<file path="config.mk">
export PLATFORM = sky130hd
export DESIGN_NAME = dma_descriptor_ring_refill_unit
export DESIGN_NICKNAME = d
export VERILOG_FILES = /design/src/rtl/core/drr_pkg.sv /design/src/rtl/core/dma_descriptor_ring_refill_unit.sv /design/src/rtl/core/drr_ucode_rom.sv /design/src/rtl/core/drr_sequencer.sv /design/src/rtl/core/drr_datapath.sv
export SDC_FILE = /design/constraint.sdc
export NUM_CORES = 1
export LEC_CHECK = 0
export BUFFER_PORTS_ARGS = -buffer_cell sky130_fd_sc_hd__buf_2
export CAP_MARGIN = 20
export CORE_ASPECT_RATIO = 0.7
export CORE_MARGIN = 2
export CORE_UTILIZATION = 50
export CTS_CLUSTER_DIAMETER = 60
export DETAILED_ROUTE_END_ITERATION = 8
export HOLD_SLACK_MARGIN = 0.03
export PLACE_DENSITY = 0.73
export SYNTH_ARGS = -nofsm -noshare
export SYNTH_HDL_FRONTEND = slang
export SYNTH_SLANG_ARGS = --single-unit
</file>
<file path="constraint.sdc">
create_clock -name clk -period 7.6 [get_ports clk]
set_input_delay 0.38 -clock clk [delete_from_list [all_inputs] [get_ports clk]]
set_output_delay 0.38 -clock clk [all_outputs]
set_load 0.005 [all_outputs]
</file>
<file path="src/rtl/core/drr_pkg.sv">
`timescale 1ns / 1ps
`default_nettype none
// ----------------------------------------------------------------------------
// drr_pkg
// Shared types, codes and the microcode word layout of the descriptor ring
// refill unit.
// ----------------------------------------------------------------------------
package drr_pkg;

    localparam int DEF_RING_DEPTH  = 32;
    localparam int DEF_CHUNK_BYTES = 65536;

    localparam int IDX_W     = 5;
    localparam int SAMPLES_W = 16;
    localparam int CHUNK_W   = 17;
    localparam int WIDE_W    = 9;
    localparam int PC_W      = 5;

    localparam logic [PC_W-1:0] PC_IDLE = 5'd0;
    localparam logic [PC_W-1:0] PC_LAST = 5'd28;

    localparam logic [31:0] ALIGN_MASK  = ~32'd3;
    localparam logic [31:0] MIN_ALIGNED = 32'd4;

    // Command codes
    localparam logic [1:0] CMD_START = 2'd0;
    localparam logic [1:0] CMD_POLL  = 2'd1;
    localparam logic [1:0] CMD_STOP  = 2'd2;

    // Channel actions
    localparam logic [1:0] ACT_NONE   = 2'd0;
    localparam logic [1:0] ACT_RUN    = 2'd1;
    localparam logic [1:0] ACT_RESUME = 2'd2;
    localparam logic [1:0] ACT_STOP   = 2'd3;

    // Result kinds
    localparam logic KIND_DESC   = 1'b0;
    localparam logic KIND_STATUS = 1'b1;

    // Configuration register indexes
    localparam logic [1:0] CFG_BASE   = 2'd0;
    localparam logic [1:0] CFG_LENGTH = 2'd1;
    localparam logic [1:0] CFG_LOOP   = 2'd2;

    typedef enum logic [4:0] {
        OP_NOP,
        OP_LATCH,
        OP_EMIT_STATUS,
        OP_STOP,
        OP_START_INIT,
        OP_SET_ERR,
        OP_START_OK,
        OP_CIV_SUB,
        OP_ADV,
        OP_RETIRE,
        OP_POLL_ACT,
        OP_CLR_CURSOR,
        OP_REST,
        OP_CHUNK,
        OP_ADVANCE,
        OP_END_CHECK,
        OP_EMIT_DESC
    } op_t;

    typedef enum logic [3:0] {
        C_NEVER,
        C_ALWAYS,
        C_NO_CMD,
        C_IS_START,
        C_IS_POLL,
        C_IS_STOP,
        C_LEN_ZERO,
        C_QUEUED_ZERO,
        C_CH_IDLE,
        C_CIV_IN_RING,
        C_CIV_EQ_SEEN,
        C_FILL_DONE,
        C_CUR_LT_LEN,
        C_NO_WRAP
    } cond_t;

    typedef struct packed {
        op_t             op;
        cond_t           cond;
        logic [PC_W-1:0] target;
    } ucode_t;

    typedef struct packed {
        logic cmd_accept;
        logic is_start;
        logic is_poll;
        logic is_stop;
        logic len_zero;
        logic queued_zero;
        logic ch_idle;
        logic civ_in_ring;
        logic civ_eq_seen;
        logic fill_done;
        logic cur_lt_len;
        logic no_wrap;
        logic out_free;
    } flags_t;

    typedef struct packed {
        op_t  op;
        logic go;
    } ctrl_t;

    function automatic logic is_emit(op_t op);
        return (op == OP_EMIT_STATUS) || (op == OP_EMIT_DESC);
    endfunction

endpackage
`default_nettype wire

</file>
<file path="src/rtl/core/dma_descriptor_ring_refill_unit.sv">
`timescale 1ns / 1ps
`default_nettype none
// ----------------------------------------------------------------------------
// dma_descriptor_ring_refill_unit
// Producer of buffer descriptors for a DMA ring, run by a small microcode
// program.
// ----------------------------------------------------------------------------
// Usage:
//   Commands (start, poll, stop) arrive on the cmd_* channel with the engine's
//   current ring index and halted bit. Each command returns its descriptor
//   writes on the res_* channel, then one closing status transaction with
//   last set. The cfg_* channel writes base, length and loop mode; it is
//   always ready and must only be used while no command is in flight.
//   cmd_stall is high from acceptance until the closing status has
//   been loaded into the result register. Each descriptor passes through
//   a ring-full test, cursor test, subtract, chunk clamp, cursor add, end
//   test and emit, and each command adds its dispatch and status steps;
//   a wrap test and, in loop play, a cursor clear follow when the cursor
//   already sits at or past the length, and a poll subtracts the ring
//   depth step by step when reducing an out-of-range index.
//   The single output register decouples the sides: the next command is
//   taken while the last status still waits to be taken.
//   A stalled receiver holds the result register and the sequencer waits at
//   its emit step; nothing is dropped.
//   Reset clears the ring state, the configuration and the result register
//   and returns the sequencer to its idle step.
// ----------------------------------------------------------------------------
module dma_descriptor_ring_refill_unit
    import drr_pkg::*;
#(
    parameter int RING_DEPTH  = DEF_RING_DEPTH,
    parameter int CHUNK_BYTES = DEF_CHUNK_BYTES
)
(
    input  wire logic                 clk,
    input  wire logic                 rst_n,
    // configuration write channel
    input  wire logic                 cfg_valid,
    output      logic                 cfg_ready,
    input  wire logic [1:0]           cfg_index,
    input  wire logic [31:0]          cfg_data,
    // command channel
    input  wire logic                 cmd_valid,
    output      logic                 cmd_stall,
    input  wire logic [1:0]           command,
    input  wire logic [IDX_W-1:0]     current_index,
    input  wire logic                 channel_halted,
    // result channel
    output      logic                 res_valid,
    input  wire logic                 res_stall,
    output      logic                 kind,
    output      logic [IDX_W-1:0]     entry_index,
    output      logic [31:0]          entry_address,
    output      logic [SAMPLES_W-1:0] entry_samples,
    output      logic                 entry_interrupt,
    output      logic                 lvi_write,
    output      logic [IDX_W-1:0]     last_valid_index,
    output      logic [1:0]           channel_action,
    output      logic                 start_error,
    output      logic                 playing,
    output      logic                 last
);

    logic            cmd_accept;
    logic            busy;
    logic [PC_W-1:0] pc;
    ucode_t          word;
    ctrl_t           ctrl;
    flags_t          flags;

    // configuration must be written only between commands (not enforced here), so never push back
    assign cfg_ready  = 1'b1;

    // hold off new commands until the sequencer is back at its idle step
    assign cmd_stall  = busy;
    assign cmd_accept = cmd_valid && !cmd_stall;

    drr_ucode_rom u_rom
    (
        .pc   (pc),
        .word (word)
    );

    drr_sequencer u_seq
    (
        .clk   (clk),
        .rst_n (rst_n),
        .flags (flags),
        .word  (word),
        .pc    (pc),
        .ctrl  (ctrl),
        .busy  (busy)
    );

    drr_datapath
    #(
        .RING_DEPTH  (RING_DEPTH),
        .CHUNK_BYTES (CHUNK_BYTES)
    )
    u_dp
    (
        .clk              (clk),
        .rst_n            (rst_n),
        .cfg_valid        (cfg_valid),
        .cfg_index        (cfg_index),
        .cfg_data         (cfg_data),
        .cmd_accept       (cmd_accept),
        .command          (command),
        .current_index    (current_index),
        .channel_halted   (channel_halted),
        .ctrl             (ctrl),
        .res_stall        (res_stall),
        .flags            (flags),
        .res_valid        (res_valid),
        .kind             (kind),
        .entry_index      (entry_index),
        .entry_address    (entry_address),
        .entry_samples    (entry_samples),
        .entry_interrupt  (entry_interrupt),
        .lvi_write        (lvi_write),
        .last_valid_index (last_valid_index),
        .channel_action   (channel_action),
        .start_error      (start_error),
        .playing          (playing),
        .last             (last)
    );

endmodule
`default_nettype wire

</file>
<file path="src/rtl/core/drr_ucode_rom.sv">
`timescale 1ns / 1ps
`default_nettype none
// ----------------------------------------------------------------------------
// drr_ucode_rom
// Read-only control store: one control word per program step.
// ----------------------------------------------------------------------------
module drr_ucode_rom
    import drr_pkg::*;
(
    input  logic [PC_W-1:0] pc,
    output ucode_t          word
);

    localparam logic [PC_W-1:0] S_IDLE       = 5'd0;
    localparam logic [PC_W-1:0] S_STATUS     = 5'd4;
    localparam logic [PC_W-1:0] S_STOP       = 5'd5;
    localparam logic [PC_W-1:0] S_START      = 5'd6;
    localparam logic [PC_W-1:0] S_ERR        = 5'd8;
    localparam logic [PC_W-1:0] S_START_TAIL = 5'd9;
    localparam logic [PC_W-1:0] S_POLL       = 5'd11;
    localparam logic [PC_W-1:0] S_CIV_CHK    = 5'd12;
    localparam logic [PC_W-1:0] S_POLL_TAIL  = 5'd17;
    localparam logic [PC_W-1:0] S_FILL       = 5'd18;
    localparam logic [PC_W-1:0] S_CHUNK      = 5'd22;
    localparam logic [PC_W-1:0] S_FILL_END   = 5'd27;

    always_comb
    begin
        unique case (pc)
            // dispatch
            5'd0:  word = '{OP_LATCH,       C_NO_CMD,      S_IDLE};
            5'd1:  word = '{OP_NOP,         C_IS_START,    S_START};
            5'd2:  word = '{OP_NOP,         C_IS_POLL,     S_POLL};
            5'd3:  word = '{OP_NOP,         C_IS_STOP,     S_STOP};
            5'd4:  word = '{OP_EMIT_STATUS, C_ALWAYS,      S_IDLE};
            5'd5:  word = '{OP_STOP,        C_ALWAYS,      S_STATUS};
            // start
            5'd6:  word = '{OP_NOP,         C_LEN_ZERO,    S_ERR};
            5'd7:  word = '{OP_START_INIT,  C_ALWAYS,      S_FILL};
            5'd8:  word = '{OP_SET_ERR,     C_ALWAYS,      S_STATUS};
            5'd9:  word = '{OP_NOP,         C_QUEUED_ZERO, S_ERR};
            5'd10: word = '{OP_START_OK,    C_ALWAYS,      S_STATUS};
            // poll: unless idle, reduce index, retire, then refill
            5'd11: word = '{OP_NOP,         C_CH_IDLE,     S_STATUS};
            5'd12: word = '{OP_NOP,         C_CIV_IN_RING, 5'd14};
            5'd13: word = '{OP_CIV_SUB,     C_ALWAYS,      S_CIV_CHK};
            5'd14: word = '{OP_NOP,         C_CIV_EQ_SEEN, S_FILL};
            5'd15: word = '{OP_ADV,         C_NEVER,       S_IDLE};
            5'd16: word = '{OP_RETIRE,      C_ALWAYS,      S_FILL};
            5'd17: word = '{OP_POLL_ACT,    C_ALWAYS,      S_STATUS};
            // fill loop
            5'd18: word = '{OP_NOP,         C_FILL_DONE,   S_FILL_END};
            5'd19: word = '{OP_NOP,         C_CUR_LT_LEN,  S_CHUNK};
            5'd20: word = '{OP_NOP,         C_NO_WRAP,     S_FILL_END};
            5'd21: word = '{OP_CLR_CURSOR,  C_ALWAYS,      S_FILL};
            5'd22: word = '{OP_REST,        C_NEVER,       S_IDLE};
            5'd23: word = '{OP_CHUNK,       C_NEVER,       S_IDLE};
            5'd24: word = '{OP_ADVANCE,     C_NEVER,       S_IDLE};
            5'd25: word = '{OP_END_CHECK,   C_NEVER,       S_IDLE};
            5'd26: word = '{OP_EMIT_DESC,   C_ALWAYS,      S_FILL};
            5'd27: word = '{OP_NOP,         C_IS_START,    S_START_TAIL};
            5'd28: word = '{OP_NOP,         C_ALWAYS,      S_POLL_TAIL};
            default: word = '{OP_NOP,       C_ALWAYS,      S_IDLE};
        endcase
    end

endmodule
`default_nettype wire

</file>
<file path="src/rtl/core/drr_sequencer.sv">
`timescale 1ns / 1ps
`default_nettype none
// ----------------------------------------------------------------------------
// drr_sequencer
// Step counter with conditional jumps; holds on an emit step while the
// result register is occupied.
// ----------------------------------------------------------------------------
module drr_sequencer
    import drr_pkg::*;
(
    input  logic            clk,
    input  logic            rst_n,
    input  flags_t          flags,
    input  ucode_t          word,
    output logic [PC_W-1:0] pc,
    output ctrl_t           ctrl,
    output logic            busy
);

    logic [PC_W-1:0] pc_reg;
    logic [PC_W-1:0] pc_next;
    logic            cond_hit;
    logic            go;

    always_comb
    begin
        case (word.cond)
            C_NEVER:       cond_hit = 1'b0;
            C_ALWAYS:      cond_hit = 1'b1;
            C_NO_CMD:      cond_hit = !flags.cmd_accept;
            C_IS_START:    cond_hit = flags.is_start;
            C_IS_POLL:     cond_hit = flags.is_poll;
            C_IS_STOP:     cond_hit = flags.is_stop;
            C_LEN_ZERO:    cond_hit = flags.len_zero;
            C_QUEUED_ZERO: cond_hit = flags.queued_zero;
            C_CH_IDLE:     cond_hit = flags.ch_idle;
            C_CIV_IN_RING: cond_hit = flags.civ_in_ring;
            C_CIV_EQ_SEEN: cond_hit = flags.civ_eq_seen;
            C_FILL_DONE:   cond_hit = flags.fill_done;
            C_CUR_LT_LEN:  cond_hit = flags.cur_lt_len;
            C_NO_WRAP:     cond_hit = flags.no_wrap;
            default:       cond_hit = 1'b0;
        endcase
    end

    // emit steps wait for a free result register
    assign go = is_emit(word.op) ? flags.out_free : 1'b1;

    always_comb
    begin
        if (!go)
        begin
            pc_next = pc_reg;
        end
        else if (cond_hit)
        begin
            pc_next = word.target;
        end
        else
        begin
            pc_next = pc_reg + PC_W'(1);
        end
    end

    always_ff @(posedge clk or negedge rst_n)
    begin
        if (!rst_n)
        begin
            pc_reg <= PC_IDLE;
        end
        else
        begin
            pc_reg <= pc_next;
        end
    end

    assign pc      = pc_reg;
    assign ctrl.op = word.op;
    assign ctrl.go = go;
    assign busy    = (pc_reg != PC_IDLE);

    a_pc_in_program: assert property (@(posedge clk) disable iff (!rst_n)
        pc_reg <= PC_LAST)
        else $error("step counter left the program");

    a_emit_hold: assert property (@(posedge clk) disable iff (!rst_n)
        (is_emit(word.op) && !flags.out_free) |=> $stable(pc_reg))
        else $error("sequencer advanced past a blocked emit");

    a_idle_wait: assert property (@(posedge clk) disable iff (!rst_n)
        (pc_reg == PC_IDLE && !flags.cmd_accept) |=> (pc_reg == PC_IDLE))
        else $error("sequencer left idle without a command");

endmodule
`default_nettype wire

</file>
<file path="src/rtl/core/drr_datapath.sv">
`timescale 1ns / 1ps
`default_nettype none
// ----------------------------------------------------------------------------
// drr_datapath
// Ring state, chunk arithmetic, configuration registers and the result
// register, all driven by the current control word.
// ----------------------------------------------------------------------------
module drr_datapath
    import drr_pkg::*;
#(
    parameter int RING_DEPTH  = DEF_RING_DEPTH,
    parameter int CHUNK_BYTES = DEF_CHUNK_BYTES
)
(
    input  logic                 clk,
    input  logic                 rst_n,
    input  logic                 cfg_valid,
    input  logic [1:0]           cfg_index,
    input  logic [31:0]          cfg_data,
    input  logic                 cmd_accept,
    input  logic [1:0]           command,
    input  logic [IDX_W-1:0]     current_index,
    input  logic                 channel_halted,
    input  ctrl_t                ctrl,
    input  logic                 res_stall,
    output flags_t               flags,
    output logic                 res_valid,
    output logic                 kind,
    output logic [IDX_W-1:0]     entry_index,
    output logic [31:0]          entry_address,
    output logic [SAMPLES_W-1:0] entry_samples,
    output logic                 entry_interrupt,
    output logic                 lvi_write,
    output logic [IDX_W-1:0]     last_valid_index,
    output logic [1:0]           channel_action,
    output logic                 start_error,
    output logic                 playing,
    output logic                 last
);

    localparam int SLOT_W = $clog2(RING_DEPTH);
    localparam int CNT_W  = $clog2(RING_DEPTH + 1);
    localparam logic [WIDE_W-1:0] DEPTH_W   = WIDE_W'(RING_DEPTH);
    localparam logic [SLOT_W-1:0] LAST_SLOT = SLOT_W'(RING_DEPTH - 1);
    localparam logic [31:0]       CHUNK_V   = 32'(CHUNK_BYTES);
    localparam logic [31:0]       CHUNK_TOP = CHUNK_V & ALIGN_MASK;

    // configuration
    logic [31:0] base_reg;
    logic [31:0] len_reg;
    logic        loop_reg;

    // ring state
    logic [31:0]       cursor_reg,    cursor_next;
    logic              producing_reg, producing_next;
    logic              looping_reg,   looping_next;
    logic [SLOT_W-1:0] wslot_reg,     wslot_next;
    logic [SLOT_W-1:0] seen_reg,      seen_next;
    logic [CNT_W-1:0]  queued_reg,    queued_next;

    // per-command working registers
    logic [1:0]        cmd_reg,    cmd_next;
    logic [IDX_W-1:0]  civ_reg,    civ_next;
    logic              halted_reg, halted_next;
    logic [1:0]        act_reg,    act_next;
    logic              err_reg,    err_next;
    logic              lviw_reg,   lviw_next;
    logic [SLOT_W-1:0] lvi_reg,    lvi_next;
    logic [31:0]       rest_reg,   rest_next;
    logic [31:0]       addr_reg,   addr_next;
    logic [CHUNK_W-1:0] chunk_reg, chunk_next;
    logic              irq_reg,    irq_next;
    logic [WIDE_W-1:0] adv_reg,    adv_next;

    // result register
    logic                 res_valid_reg, res_valid_next;
    logic                 r_kind_reg,    r_kind_next;
    logic [IDX_W-1:0]     r_idx_reg,     r_idx_next;
    logic [31:0]          r_addr_reg,    r_addr_next;
    logic [SAMPLES_W-1:0] r_smp_reg,     r_smp_next;
    logic                 r_irq_reg,     r_irq_next;
    logic                 r_lviw_reg,    r_lviw_next;
    logic [IDX_W-1:0]     r_lvi_reg,     r_lvi_next;
    logic [1:0]           r_act_reg,     r_act_next;
    logic                 r_err_reg,     r_err_next;
    logic                 r_play_reg,    r_play_next;
    logic                 r_last_reg,    r_last_next;

    logic [WIDE_W-1:0] civ_w;
    logic [WIDE_W-1:0] seen_w;
    logic [WIDE_W-1:0] wslot_w;
    logic [WIDE_W-1:0] queued_w;
    logic [WIDE_W-1:0] lvi_w;
    logic [WIDE_W-1:0] adv_sum;
    logic [SLOT_W-1:0] wslot_inc;
    logic [SLOT_W-1:0] wslot_dec;
    logic              out_free;
    logic              play_now;
    logic              per_entry;

    assign civ_w     = WIDE_W'(civ_reg);
    assign seen_w    = WIDE_W'(seen_reg);
    assign wslot_w   = WIDE_W'(wslot_reg);
    assign queued_w  = WIDE_W'(queued_reg);
    assign lvi_w     = WIDE_W'(lvi_reg);
    assign adv_sum   = civ_w + DEPTH_W - seen_w;
    assign wslot_inc = (wslot_reg == LAST_SLOT) ? '0 : wslot_reg + SLOT_W'(1);
    assign wslot_dec = (wslot_reg == '0) ? LAST_SLOT : wslot_reg - SLOT_W'(1);
    assign out_free  = !res_valid_reg || !res_stall;
    assign play_now  = producing_reg || (queued_reg != '0) || !halted_reg;
    assign per_entry = (cmd_reg == CMD_POLL);

    always_comb
    begin
        flags.cmd_accept  = cmd_accept;
        flags.is_start    = (cmd_reg == CMD_START);
        flags.is_poll     = (cmd_reg == CMD_POLL);
        flags.is_stop     = (cmd_reg == CMD_STOP);
        flags.len_zero    = (len_reg == '0);
        flags.queued_zero = (queued_reg == '0);
        flags.ch_idle     = !producing_reg && (queued_reg == '0);
        flags.civ_in_ring = (civ_w < DEPTH_W);
        flags.civ_eq_seen = (civ_w == seen_w);
        flags.fill_done   = (queued_w >= DEPTH_W) || !producing_reg;
        flags.cur_lt_len  = (cursor_reg < len_reg);
        flags.no_wrap     = !(looping_reg && (len_reg != '0));
        flags.out_free    = out_free;
    end

    always_comb
    begin
        cursor_next    = cursor_reg;
        producing_next = producing_reg;
        looping_next   = looping_reg;
        wslot_next     = wslot_reg;
        seen_next      = seen_reg;
        queued_next    = queued_reg;
        cmd_next       = cmd_reg;
        civ_next       = civ_reg;
        halted_next    = halted_reg;
        act_next       = act_reg;
        err_next       = err_reg;
        lviw_next      = lviw_reg;
        lvi_next       = lvi_reg;
        rest_next      = rest_reg;
        addr_next      = addr_reg;
        chunk_next     = chunk_reg;
        irq_next       = irq_reg;
        adv_next       = adv_reg;

        res_valid_next = res_valid_reg && res_stall;
        r_kind_next    = r_kind_reg;
        r_idx_next     = r_idx_reg;
        r_addr_next    = r_addr_reg;
        r_smp_next     = r_smp_reg;
        r_irq_next     = r_irq_reg;
        r_lviw_next    = r_lviw_reg;
        r_lvi_next     = r_lvi_reg;
        r_act_next     = r_act_reg;
        r_err_next     = r_err_reg;
        r_play_next    = r_play_reg;
        r_last_next    = r_last_reg;

        if (ctrl.go)
        begin
            unique case (ctrl.op)
                OP_NOP:
                begin
                end
                OP_LATCH:
                begin
                    if (cmd_accept)
                    begin
                        cmd_next    = command;
                        civ_next    = current_index;
                        halted_next = channel_halted;
                        act_next    = ACT_NONE;
                        err_next    = 1'b0;
                        lviw_next   = 1'b0;
                        lvi_next    = '0;
                    end
                end
                OP_STOP:
                begin
                    producing_next = 1'b0;
                    looping_next   = 1'b0;
                    queued_next    = '0;
                    cursor_next    = '0;
                    act_next       = ACT_STOP;
                end
                OP_START_INIT:
                begin
                    cursor_next    = '0;
                    looping_next   = loop_reg;
                    producing_next = 1'b1;
                    wslot_next     = '0;
                    seen_next      = '0;
                    queued_next    = '0;
                end
                OP_SET_ERR:
                begin
                    err_next = 1'b1;
                end
                OP_START_OK:
                begin
                    lviw_next = 1'b1;
                    lvi_next  = wslot_dec;
                    act_next  = ACT_RUN;
                end
                OP_CIV_SUB:
                begin
                    civ_next = civ_reg - IDX_W'(RING_DEPTH);
                end
                OP_ADV:
                begin
                    adv_next = (adv_sum >= DEPTH_W) ? adv_sum - DEPTH_W : adv_sum;
                end
                OP_RETIRE:
                begin
                    queued_next = (adv_reg >= queued_w) ? '0 : CNT_W'(queued_w - adv_reg);
                    seen_next   = civ_w[SLOT_W-1:0];
                end
                OP_POLL_ACT:
                begin
                    act_next = (halted_reg && (queued_reg != '0)) ? ACT_RESUME : ACT_NONE;
                end
                OP_CLR_CURSOR:
                begin
                    cursor_next = '0;
                end
                OP_REST:
                begin
                    rest_next = len_reg - cursor_reg;
                    addr_next = base_reg + cursor_reg;
                end
                OP_CHUNK:
                begin
                    // clamp to the chunk limit, round down to words unless that empties it
                    if (rest_reg >= CHUNK_V)
                    begin
                        chunk_next = CHUNK_W'(CHUNK_TOP);
                    end
                    else if (rest_reg >= MIN_ALIGNED)
                    begin
                        chunk_next = CHUNK_W'(rest_reg & ALIGN_MASK);
                    end
                    else
                    begin
                        chunk_next = CHUNK_W'(rest_reg);
                    end
                end
                OP_ADVANCE:
                begin
                    cursor_next = cursor_reg + 32'(chunk_reg);
                end
                OP_END_CHECK:
                begin
                    irq_next = 1'b0;
                    if (cursor_reg >= len_reg)
                    begin
                        if (looping_reg)
                        begin
                            cursor_next = '0;
                        end
                        else
                        begin
                            irq_next       = 1'b1;
                            producing_next = 1'b0;
                        end
                    end
                end
                OP_EMIT_DESC:
                begin
                    res_valid_next = 1'b1;
                    r_kind_next    = KIND_DESC;
                    r_idx_next     = wslot_w[IDX_W-1:0];
                    r_addr_next    = addr_reg;
                    r_smp_next     = chunk_reg[CHUNK_W-1:1];
                    r_irq_next     = irq_reg;
                    r_lviw_next    = per_entry;
                    r_lvi_next     = per_entry ? wslot_w[IDX_W-1:0] : '0;
                    r_act_next     = ACT_NONE;
                    r_err_next     = 1'b0;
                    r_play_next    = 1'b0;
                    r_last_next    = 1'b0;
                    wslot_next     = wslot_inc;
                    queued_next    = queued_reg + CNT_W'(1);
                end
                OP_EMIT_STATUS:
                begin
                    res_valid_next = 1'b1;
                    r_kind_next    = KIND_STATUS;
                    r_idx_next     = '0;
                    r_addr_next    = '0;
                    r_smp_next     = '0;
                    r_irq_next     = 1'b0;
                    r_lviw_next    = lviw_reg;
                    r_lvi_next     = lvi_w[IDX_W-1:0];
                    r_act_next     = act_reg;
                    r_err_next     = err_reg;
                    r_play_next    = play_now;
                    r_last_next    = 1'b1;
                end
                default:
                begin
                end
            endcase
        end
    end

    always_ff @(posedge clk or negedge rst_n)
    begin
        if (!rst_n)
        begin
            base_reg <= '0;
            len_reg  <= '0;
            loop_reg <= 1'b0;
        end
        else if (cfg_valid)
        begin
            case (cfg_index)
                CFG_BASE:   base_reg <= cfg_data;
                CFG_LENGTH: len_reg  <= cfg_data;
                CFG_LOOP:   loop_reg <= cfg_data[0];
                default:
                begin
                end
            endcase
        end
    end

    always_ff @(posedge clk or negedge rst_n)
    begin
        if (!rst_n)
        begin
            cursor_reg    <= '0;
            producing_reg <= 1'b0;
            looping_reg   <= 1'b0;
            wslot_reg     <= '0;
            seen_reg      <= '0;
            queued_reg    <= '0;
            res_valid_reg <= 1'b0;
        end
        else
        begin
            cursor_reg    <= cursor_next;
            producing_reg <= producing_next;
            looping_reg   <= looping_next;
            wslot_reg     <= wslot_next;
            seen_reg      <= seen_next;
            queued_reg    <= queued_next;
            res_valid_reg <= res_valid_next;
        end
    end

    always_ff @(posedge clk)
    begin
        cmd_reg    <= cmd_next;
        civ_reg    <= civ_next;
        halted_reg <= halted_next;
        act_reg    <= act_next;
        err_reg    <= err_next;
        lviw_reg   <= lviw_next;
        lvi_reg    <= lvi_next;
        rest_reg   <= rest_next;
        addr_reg   <= addr_next;
        chunk_reg  <= chunk_next;
        irq_reg    <= irq_next;
        adv_reg    <= adv_next;
        r_kind_reg <= r_kind_next;
        r_idx_reg  <= r_idx_next;
        r_addr_reg <= r_addr_next;
        r_smp_reg  <= r_smp_next;
        r_irq_reg  <= r_irq_next;
        r_lviw_reg <= r_lviw_next;
        r_lvi_reg  <= r_lvi_next;
        r_act_reg  <= r_act_next;
        r_err_reg  <= r_err_next;
        r_play_reg <= r_play_next;
        r_last_reg <= r_last_next;
    end

    assign res_valid        = res_valid_reg;
    assign kind             = r_kind_reg;
    assign entry_index      = r_idx_reg;
    assign entry_address    = r_addr_reg;
    assign entry_samples    = r_smp_reg;
    assign entry_interrupt  = r_irq_reg;
    assign lvi_write        = r_lviw_reg;
    assign last_valid_index = r_lvi_reg;
    assign channel_action   = r_act_reg;
    assign start_error      = r_err_reg;
    assign playing          = r_play_reg;
    assign last             = r_last_reg;

    a_queue_bound: assert property (@(posedge clk) disable iff (!rst_n)
        queued_w <= DEPTH_W)
        else $error("queued count exceeds ring depth");

    a_slot_bound: assert property (@(posedge clk) disable iff (!rst_n)
        (wslot_w < DEPTH_W) && (seen_w < DEPTH_W))
        else $error("ring slot outside the ring");

    a_last_is_status: assert property (@(posedge clk) disable iff (!rst_n)
        res_valid_reg |-> (r_last_reg == r_kind_reg))
        else $error("closing flag and result kind disagree");

endmodule
`default_nettype wire

</file>
# Word level (Yosys, flattened, before mapping)
# Memories as Yosys holds them, arrays and structs flattened.
# Index checks and enable logic that the tools add are counted.
[word_totals]
regBits = 294
romBits = 448
in_bits = 47
output_inout_bits = 69
wordCells = 188
memories = 1
[memory_table]
columns = ["name", "depth", "width", "rd", "rd_ports_with_merged_regs", "write_ports", "line_no", "text"]
rows = [
  ["(name not given)", 32, 14, 1, 0, 0, "drr_ucode_rom.sv:29", "unique case (pc)"],
]
[op_classes]
n_addsub = 11
order_cmp = 8
n_eq_ne = 38
muxes = 39
reduce_logical = 57
[op_table]
columns = ["cell", "n"]
rows = [
  ["32-bit one-hot mux with 3 select lines", 1],
  ["32-bit 2-to-1 mux", 2],
  ["32-bit one-hot mux with 2 select lines", 1],
  ["5-bit one-hot mux with 2 select lines", 5],
  ["5-bit by 4-bit equality test with 1-bit output, second input constant", 8],
  ["32-bit by 17-bit adder with 32-bit output", 1],
  ["32-bit adder", 1],
  ["32-bit by 17-bit >= comparator with 1-bit output, second input constant", 1],
  ["32-bit by 3-bit >= comparator with 1-bit output, second input constant", 1],
  ["32-bit >= comparator", 1],
  ["32-bit logical NOT", 1],
  ["32-bit < comparator", 1],
  ["16-bit one-hot mux with 2 select lines", 1],
  ["32-bit nonzero test", 1],
  ["32-bit subtractor", 1],
  ["5-bit 2-to-1 mux", 5],
  ["4-bit equality test, second input constant", 6],
  ["2-bit AND reduction", 12],
  ["6-bit one-hot mux with 3 select lines", 1],
  ["4-bit by 3-bit equality test with 1-bit output, second input constant", 4],
  ["1-bit one-hot mux with 2 select lines", 8],
  ["5-bit by 3-bit equality test with 1-bit output, second input constant", 3],
  ["1-bit one-hot mux with 13 select lines", 1],
  ["3-bit AND reduction", 4],
  ["42 further kinds", 82],
]

# Logic depth before layout (Yosys ltp)
[depth]
ltp_word = 6
mapped_depth = 14
depth_no_buf = 12

# Modules after synthesis
# Synthesis repeated with hierarchy kept, for this count alone.
[unflattened]
hier_cells = 1622
hier_area_um2 = 17177.7
[modules_own_cells]
columns = ["module", "n_inst", "cells_each", "area_each_um2", "seq_area_each_um2"]
rows = [
  ["drr_datapath", 1, 1459, 15891.5, 8037.7],
  ["drr_ucode_rom", 1, 95, 683.2, 0.0],
  ["drr_sequencer", 1, 65, 578.1, 125.1],
  ["dma_descriptor_ring_refill_unit", 1, 3, 25.0, 0.0],
]

# Worst setup path after synthesis
# OpenSTA, ideal clock, no wires.
[synth_path]
path_kind = "register -> register"
start = "register u_seq.pc_reg[0] (netlist: u_seq.pc[0])"
end = "register u_dp.r_act_reg[0] (netlist: u_dp.channel_action[0]) (enable)"
setup_time_ns = 0.510
arrival_ns = 5.666
required_ns = 7.090
path_slack_ns = 1.424
path_stages_with_launch = 9
n_path_buf = 0
synth_period_minus_slack_ns = 6.176
cell_sequence = "dfrtp_1 ha_1 ha_1 nor2b_1 a311o_1 a211oi_1 or4b_1 and2_1 a21oi_1"
[synth_via]
elab_chain_len = 5
elab_cells_between_ends = 7
classes_between = "eq/ne (2); mux (1); reduce/logical (3); memory (1)"
[synth_lines]
columns = ["element", "line_no", "text"]
rows = [
  ["from (decl)", "drr_sequencer.sv:20", "logic [PC_W-1:0] pc_reg;"],
  ["from (signal assigned)", "drr_sequencer.sv:73", "pc_reg <= pc_next;"],
  ["memory read 32 x 14 bit (*)", "-", ""],
  ["5-bit by 2-bit equality test with 1-bit output or 5-bit equality test (tied branches)", "drr_pkg.sv:110, drr_datapath.sv:166", ""],
  ["1-bit logical OR", "drr_pkg.sv:110", "return (op == OP_EMIT_STATUS) || (op == OP_EMIT_DESC);"],
  ["1-bit 2-to-1 mux", "drr_sequencer.sv:47", "assign go = is_emit(word.op) ? flags.out_free : 1'b1;"],
  ["2-bit AND reduction (no line) (*)", "-", ""],
  ["to (signal assigned)", "drr_datapath.sv:377", "r_act_reg <= r_act_next;"],
  ["to (decl)", "drr_datapath.sv:84", "logic [1:0] r_act_reg, r_act_next;"],
]
# Mark *: on every way between the ends. The rest lies on a longest branch, timed or not.
# A chain may end at the register's enable or synchronous reset.

# Worst setup path in the final report
[layout_path]
start = "register u_seq.pc_reg[1] (netlist: u_seq.pc[1])"
end = "register u_dp.r_addr_reg[22] (netlist: u_dp.entry_address[22]) (enable)"
[layout_via]
elab_chain_len = 5
elab_cells_between_ends = 7
classes_between = "eq/ne (2); mux (1); reduce/logical (3); memory (1)"
[layout_lines]
columns = ["element", "line_no", "text"]
rows = [
  ["memory read 32 x 14 bit (*)", "-", ""],
  ["5-bit by 2-bit equality test with 1-bit output or 5-bit equality test (tied branches)", "drr_pkg.sv:110, drr_datapath.sv:166", ""],
  ["1-bit logical OR", "drr_pkg.sv:110", ""],
  ["1-bit 2-to-1 mux", "drr_sequencer.sv:47", ""],
  ["2-bit AND reduction (no line) (*)", "-", ""],
  ["to (signal assigned)", "drr_datapath.sv:372", "r_addr_reg <= r_addr_next;"],
  ["to (decl)", "drr_datapath.sv:79", "logic [31:0] r_addr_reg, r_addr_next;"],
]
# Marked as above.

==> Implementation_results.wiki <==
{| class="wikitable"
! Metric !! Value
|-
| Hold/Removal Path Class || primary input to register
|-
| Critical path data arrival time || 4.71 ns
|-
| Outcome || complete, no violations
|-
| Total standard cell area after synthesis || 16500 sq um
|-
| Final setup violation count || 0
|-
| Time the final worst path needs with I/O delays and setup || 4.51 ns
|-
| Type of element capturing the critical path || register
|-
| Fin Setup TNS || 0 ns
|-
| Pin count of the biggest net entering global routing || 83
|-
| Initial Utilization || 0.508
|-
| Filler Cells Inserted || 2683
|-
| Count of unresolved DRC violations after routing || 0
|-
| Most frequent cells in the layout || sky130_fd_sc_hd__edfxtp_1 (170), sky130_fd_sc_hd__dfrtp_1 (121), sky130_fd_sc_hd__buf_2 (114)
|-
| Via density per instance || 5.75
|-
| Number of max-capacitance violations reported || 0
|-
| Number of DRC markers in iteration 0 || 1064
|-
| Critical path type || register to register
|-
| Global route overflow || 0
|-
| Pre-CTS setup slack || 3.10 ns
|-
| Wire length of the first global-routing pass || 61400 um
|-
| Post-CTS setup repair buffer count || 0
|-
| Height of the die || 156 um
|-
| EDFF count, synth || 170
|-
| Post-synthesis sequential area ratio || 0.494
|-
| Initial DRT Pass Iterations || 5
|-
| Sequential cell area || 8130 sq um
|-
| Ratio of cells with drive above 1 in the final layout || 0.162
|-
| Primary flip-flop cell chosen by synthesis mapping || sky130_fd_sc_hd__edfxtp_1
|-
| Core utilization of the finished layout || 0.576
|-
| Overall via count from detail_route || 12000
|-
| Total number of yosys warnings || 0
|-
| Clock insertion delay at the later pin of the skew report || 0.57 ns
|-
| Most common cell after layout, fill and taps aside || sky130_fd_sc_hd__edfxtp_1
|-
| Final Hold Fails || 0
|-
| Final period utilization || 0.593
|-
| Launch instance of the worst min-delay path || cfg_data[23]
|-
| Relative slew slack || 0.302
|-
| Port Buffer Count || 114
|-
| Final ANT Viol Nets || 0
|-
| Main area contributors after synthesis || sky130_fd_sc_hd__edfxtp_1 (31%), sky130_fd_sc_hd__dfrtp_1 (18%), sky130_fd_sc_hd__ha_1 (8.1%)
|-
| Detailed placer's ending HPWL || 28600 um
|-
| Crit start category || register
|-
| Required time at the endpoint of the critical path || 7.80 ns
|-
| Routed length per instance || 18.4 um
|-
| Number of antenna repair diodes || 0
|-
| Fraction of post-synthesis cell area in the top cell type by area || 0.310
|-
| Net count reported at finish || 1798
|-
| Transition time at the pin with the least slew margin || 1.04 ns
|-
| Post-synth net total || 1676
|-
| Number of CTS-inserted buffers || 30
|-
| Areal power density over the cells || 389 nW/um^2
|-
| DIE AREA || 34400 sq um
|-
| Maximum level of the CTS H-tree || 1
|-
| Max-slew violations || 0
|-
| Clk sink count || 291
|-
| Worst setup path startpoint || u_seq.pc[1]
|-
| WL final || 38500 um
|-
| VDD IR-drop max || 0.225 mV
|-
| Worst reg2reg startpoint || u_seq.pc[1]
|-
| Leakage power of the design || 7.60 nW
|-
| Maximum clock skew at final layout || 0.0142 ns
|-
| Maximum fanout count along the critical path || 60
|-
| Gate count of the mapped netlist || 1517
|-
| Clock tree from TritonCTS || built
|-
| Flop and latch count out of synthesis || 291
|-
| Library cell used as clock root buffer || sky130_fd_sc_hd__clkbuf_16
|-
| Post-synth ARST share || 0.416
|-
| Die width || 221 um
|-
| Library cell occupying the most area in the post-synthesis netlist || sky130_fd_sc_hd__edfxtp_1
|-
| Multi-input logic area || 7800 sq um
|-
| Area delta synth->final || 13.2%
|-
| Yosys cell types || 84
|-
| Total global-route track usage || 0.220
|-
| Mean area per synthesized cell || 10.9 sq um
|-
| Number of placement rows || 55
|-
| Final Wtd Congestion || 0.915
|-
| Register clock-pin slew on the reported worst setup and hold paths || 0.06 ns
|-
| Number of antenna violations at the first check in global routing || 1
|-
| I/O pin count || 116
|-
| Via count of the first global-routing pass || 11400
|-
| Core box area || 32400 sq um
|-
| Timing-limited maximum frequency || 0.222 GHz
|-
| Unrepaired setup endpoints after global routing || no
|-
| Final Worst Setup Slack || 3.09 ns
|-
| Clk buf depth || 3
|}
==> report_power, final <==
| part | internal (mW) | switching [mW] |
|---|---|---|
| Sequential | 2.27 | 0.273 |
| Combinational | 1.30 | 1.91 |
| Clock | 0.863 | 0.645 |
| Total | 4.43 | 2.83 |
==> what timing repair did <==
item | 4_1_cts | 5_1_grt
hold buffers | 10 | 0
hold endpoints to repair | 48 | 0
resized for setup | 0 | 0
==> cell type report <==
| cell class | count | area share |
|---|---|---|
| flip-flops and latches | 291 | 0.436 |
| multi-input cells | 1089 | 0.418 |
| clock buffers | 41 | 0.0493 |
| repair buffers | 136 | 0.0429 |
| well taps | 427 | 0.0286 |
| inverters | 91 | 0.0183 |
| clock inverters | 15 | 0.00691 |
==> metrics by stage <==
step | total power [mW] | hold WS [ns] | instance area [sq um] | cells
2_1_floorplan | 4.90 | 0.0844 | 16500 | 1517
3_3_place_gp | 5.63 | 0.430 | 17400 | 2021
3_5_place_dp | 5.72 | 0.419 | 17400 | 2021
4_1_cts | 7.26 | 0.0302 | 18600 | 2087
5_1_grt | 7.76 | 0.0429 | 18700 | 2090
6_report | 7.26 | 0.0602 | 18700 | 2090
==> layer usage <==
metal	routed length, um	vias up	GRT usage	part of all wire
met2	17000	343	0.335	0.44
li1	-	5793	-	-
met3	2170	61	0.0395	0.056
met1	18500	5829	0.328	0.48
met4	834	0	0.0527	0.022
met5	0	-	0	0
==> cells in the mapped netlist (6+ instances only) <==
| library cell | instances |
|---|---|
| sky130_fd_sc_hd__a21o_1 | 32 |
| sky130_fd_sc_hd__edfxtp_1 | 170 |
| sky130_fd_sc_hd__o21ai_0 | 91 |
| sky130_fd_sc_hd__mux2i_1 | 6 |
| sky130_fd_sc_hd__nor3_1 | 11 |
| sky130_fd_sc_hd__a211oi_1 | 11 |
| sky130_fd_sc_hd__o211ai_1 | 7 |
| sky130_fd_sc_hd__nor2_1 | 91 |
| sky130_fd_sc_hd__nor2b_1 | 16 |
| sky130_fd_sc_hd__o31ai_1 | 6 |
| sky130_fd_sc_hd__xnor2_1 | 54 |
| sky130_fd_sc_hd__nand3b_1 | 7 |
| sky130_fd_sc_hd__nor4_1 | 25 |
| sky130_fd_sc_hd__nand2b_1 | 19 |
| sky130_fd_sc_hd__and2_1 | 77 |
| sky130_fd_sc_hd__inv_1 | 90 |
| sky130_fd_sc_hd__clkbuf_1 | 28 |
| sky130_fd_sc_hd__nand2_1 | 110 |
| sky130_fd_sc_hd__o21a_1 | 16 |
| sky130_fd_sc_hd__nor3b_1 | 8 |
| sky130_fd_sc_hd__nand3_1 | 28 |
| sky130_fd_sc_hd__a22o_1 | 12 |
| sky130_fd_sc_hd__o21bai_1 | 16 |
| sky130_fd_sc_hd__or3_1 | 8 |
| sky130_fd_sc_hd__o22ai_1 | 6 |
| sky130_fd_sc_hd__and3_1 | 14 |
| sky130_fd_sc_hd__dfrtp_1 | 121 |
| sky130_fd_sc_hd__a21oi_1 | 89 |
| sky130_fd_sc_hd__ha_1 | 107 |
| sky130_fd_sc_hd__nand4_1 | 19 |
| sky130_fd_sc_hd__mux2_2 | 67 |
| sky130_fd_sc_hd__xor2_1 | 25 |
| sky130_fd_sc_hd__buf_2 | 10 |
| sky130_fd_sc_hd__a31oi_1 | 13 |
==> critical path: stages, from the launching register on <==
cell and delay [ns]:
sky130_fd_sc_hd__dfrtp_1 0.56, sky130_fd_sc_hd__ha_1 0.40, sky130_fd_sc_hd__ha_1 0.22, sky130_fd_sc_hd__nor2b_1 0.15
sky130_fd_sc_hd__a311o_1 0.42, sky130_fd_sc_hd__a211oi_1 0.43, sky130_fd_sc_hd__or4b_1 0.60, sky130_fd_sc_hd__and2_1 0.28
sky130_fd_sc_hd__a21oi_4 0.31, sky130_fd_sc_hd__buf_4 0.68
==> kinds of logic after synthesis <==
family                     Yosys count  synth area share
DFF                                291             0.494
adders and majority gates          112            0.0873
and+or+nand+nor                    460             0.146
xor gates and xnor gates            79            0.0420
other                                2          0.000456
AOI/OAI and AO/OA                  362             0.146
muxes                               74            0.0501
buffers and inverters              137            0.0345
==> worst paths after layout <==
kind	endpoint	slack, ns	cells after the start
setup / recovery	u_dp.entry_address[22]	3.09	9
hold / removal	u_dp.len_reg[23]	0.06	2
setup reg to reg	u_dp.entry_address[22]	3.09	9
hold reg to reg	u_dp.seen_reg[3]	0.50	1
max in group asynchronous	u_dp.cursor_reg[9]	6.16	4
min in group asynchronous	u_dp.seen_reg[0]	0.35	2
Power figures use the tool's default switching activity.
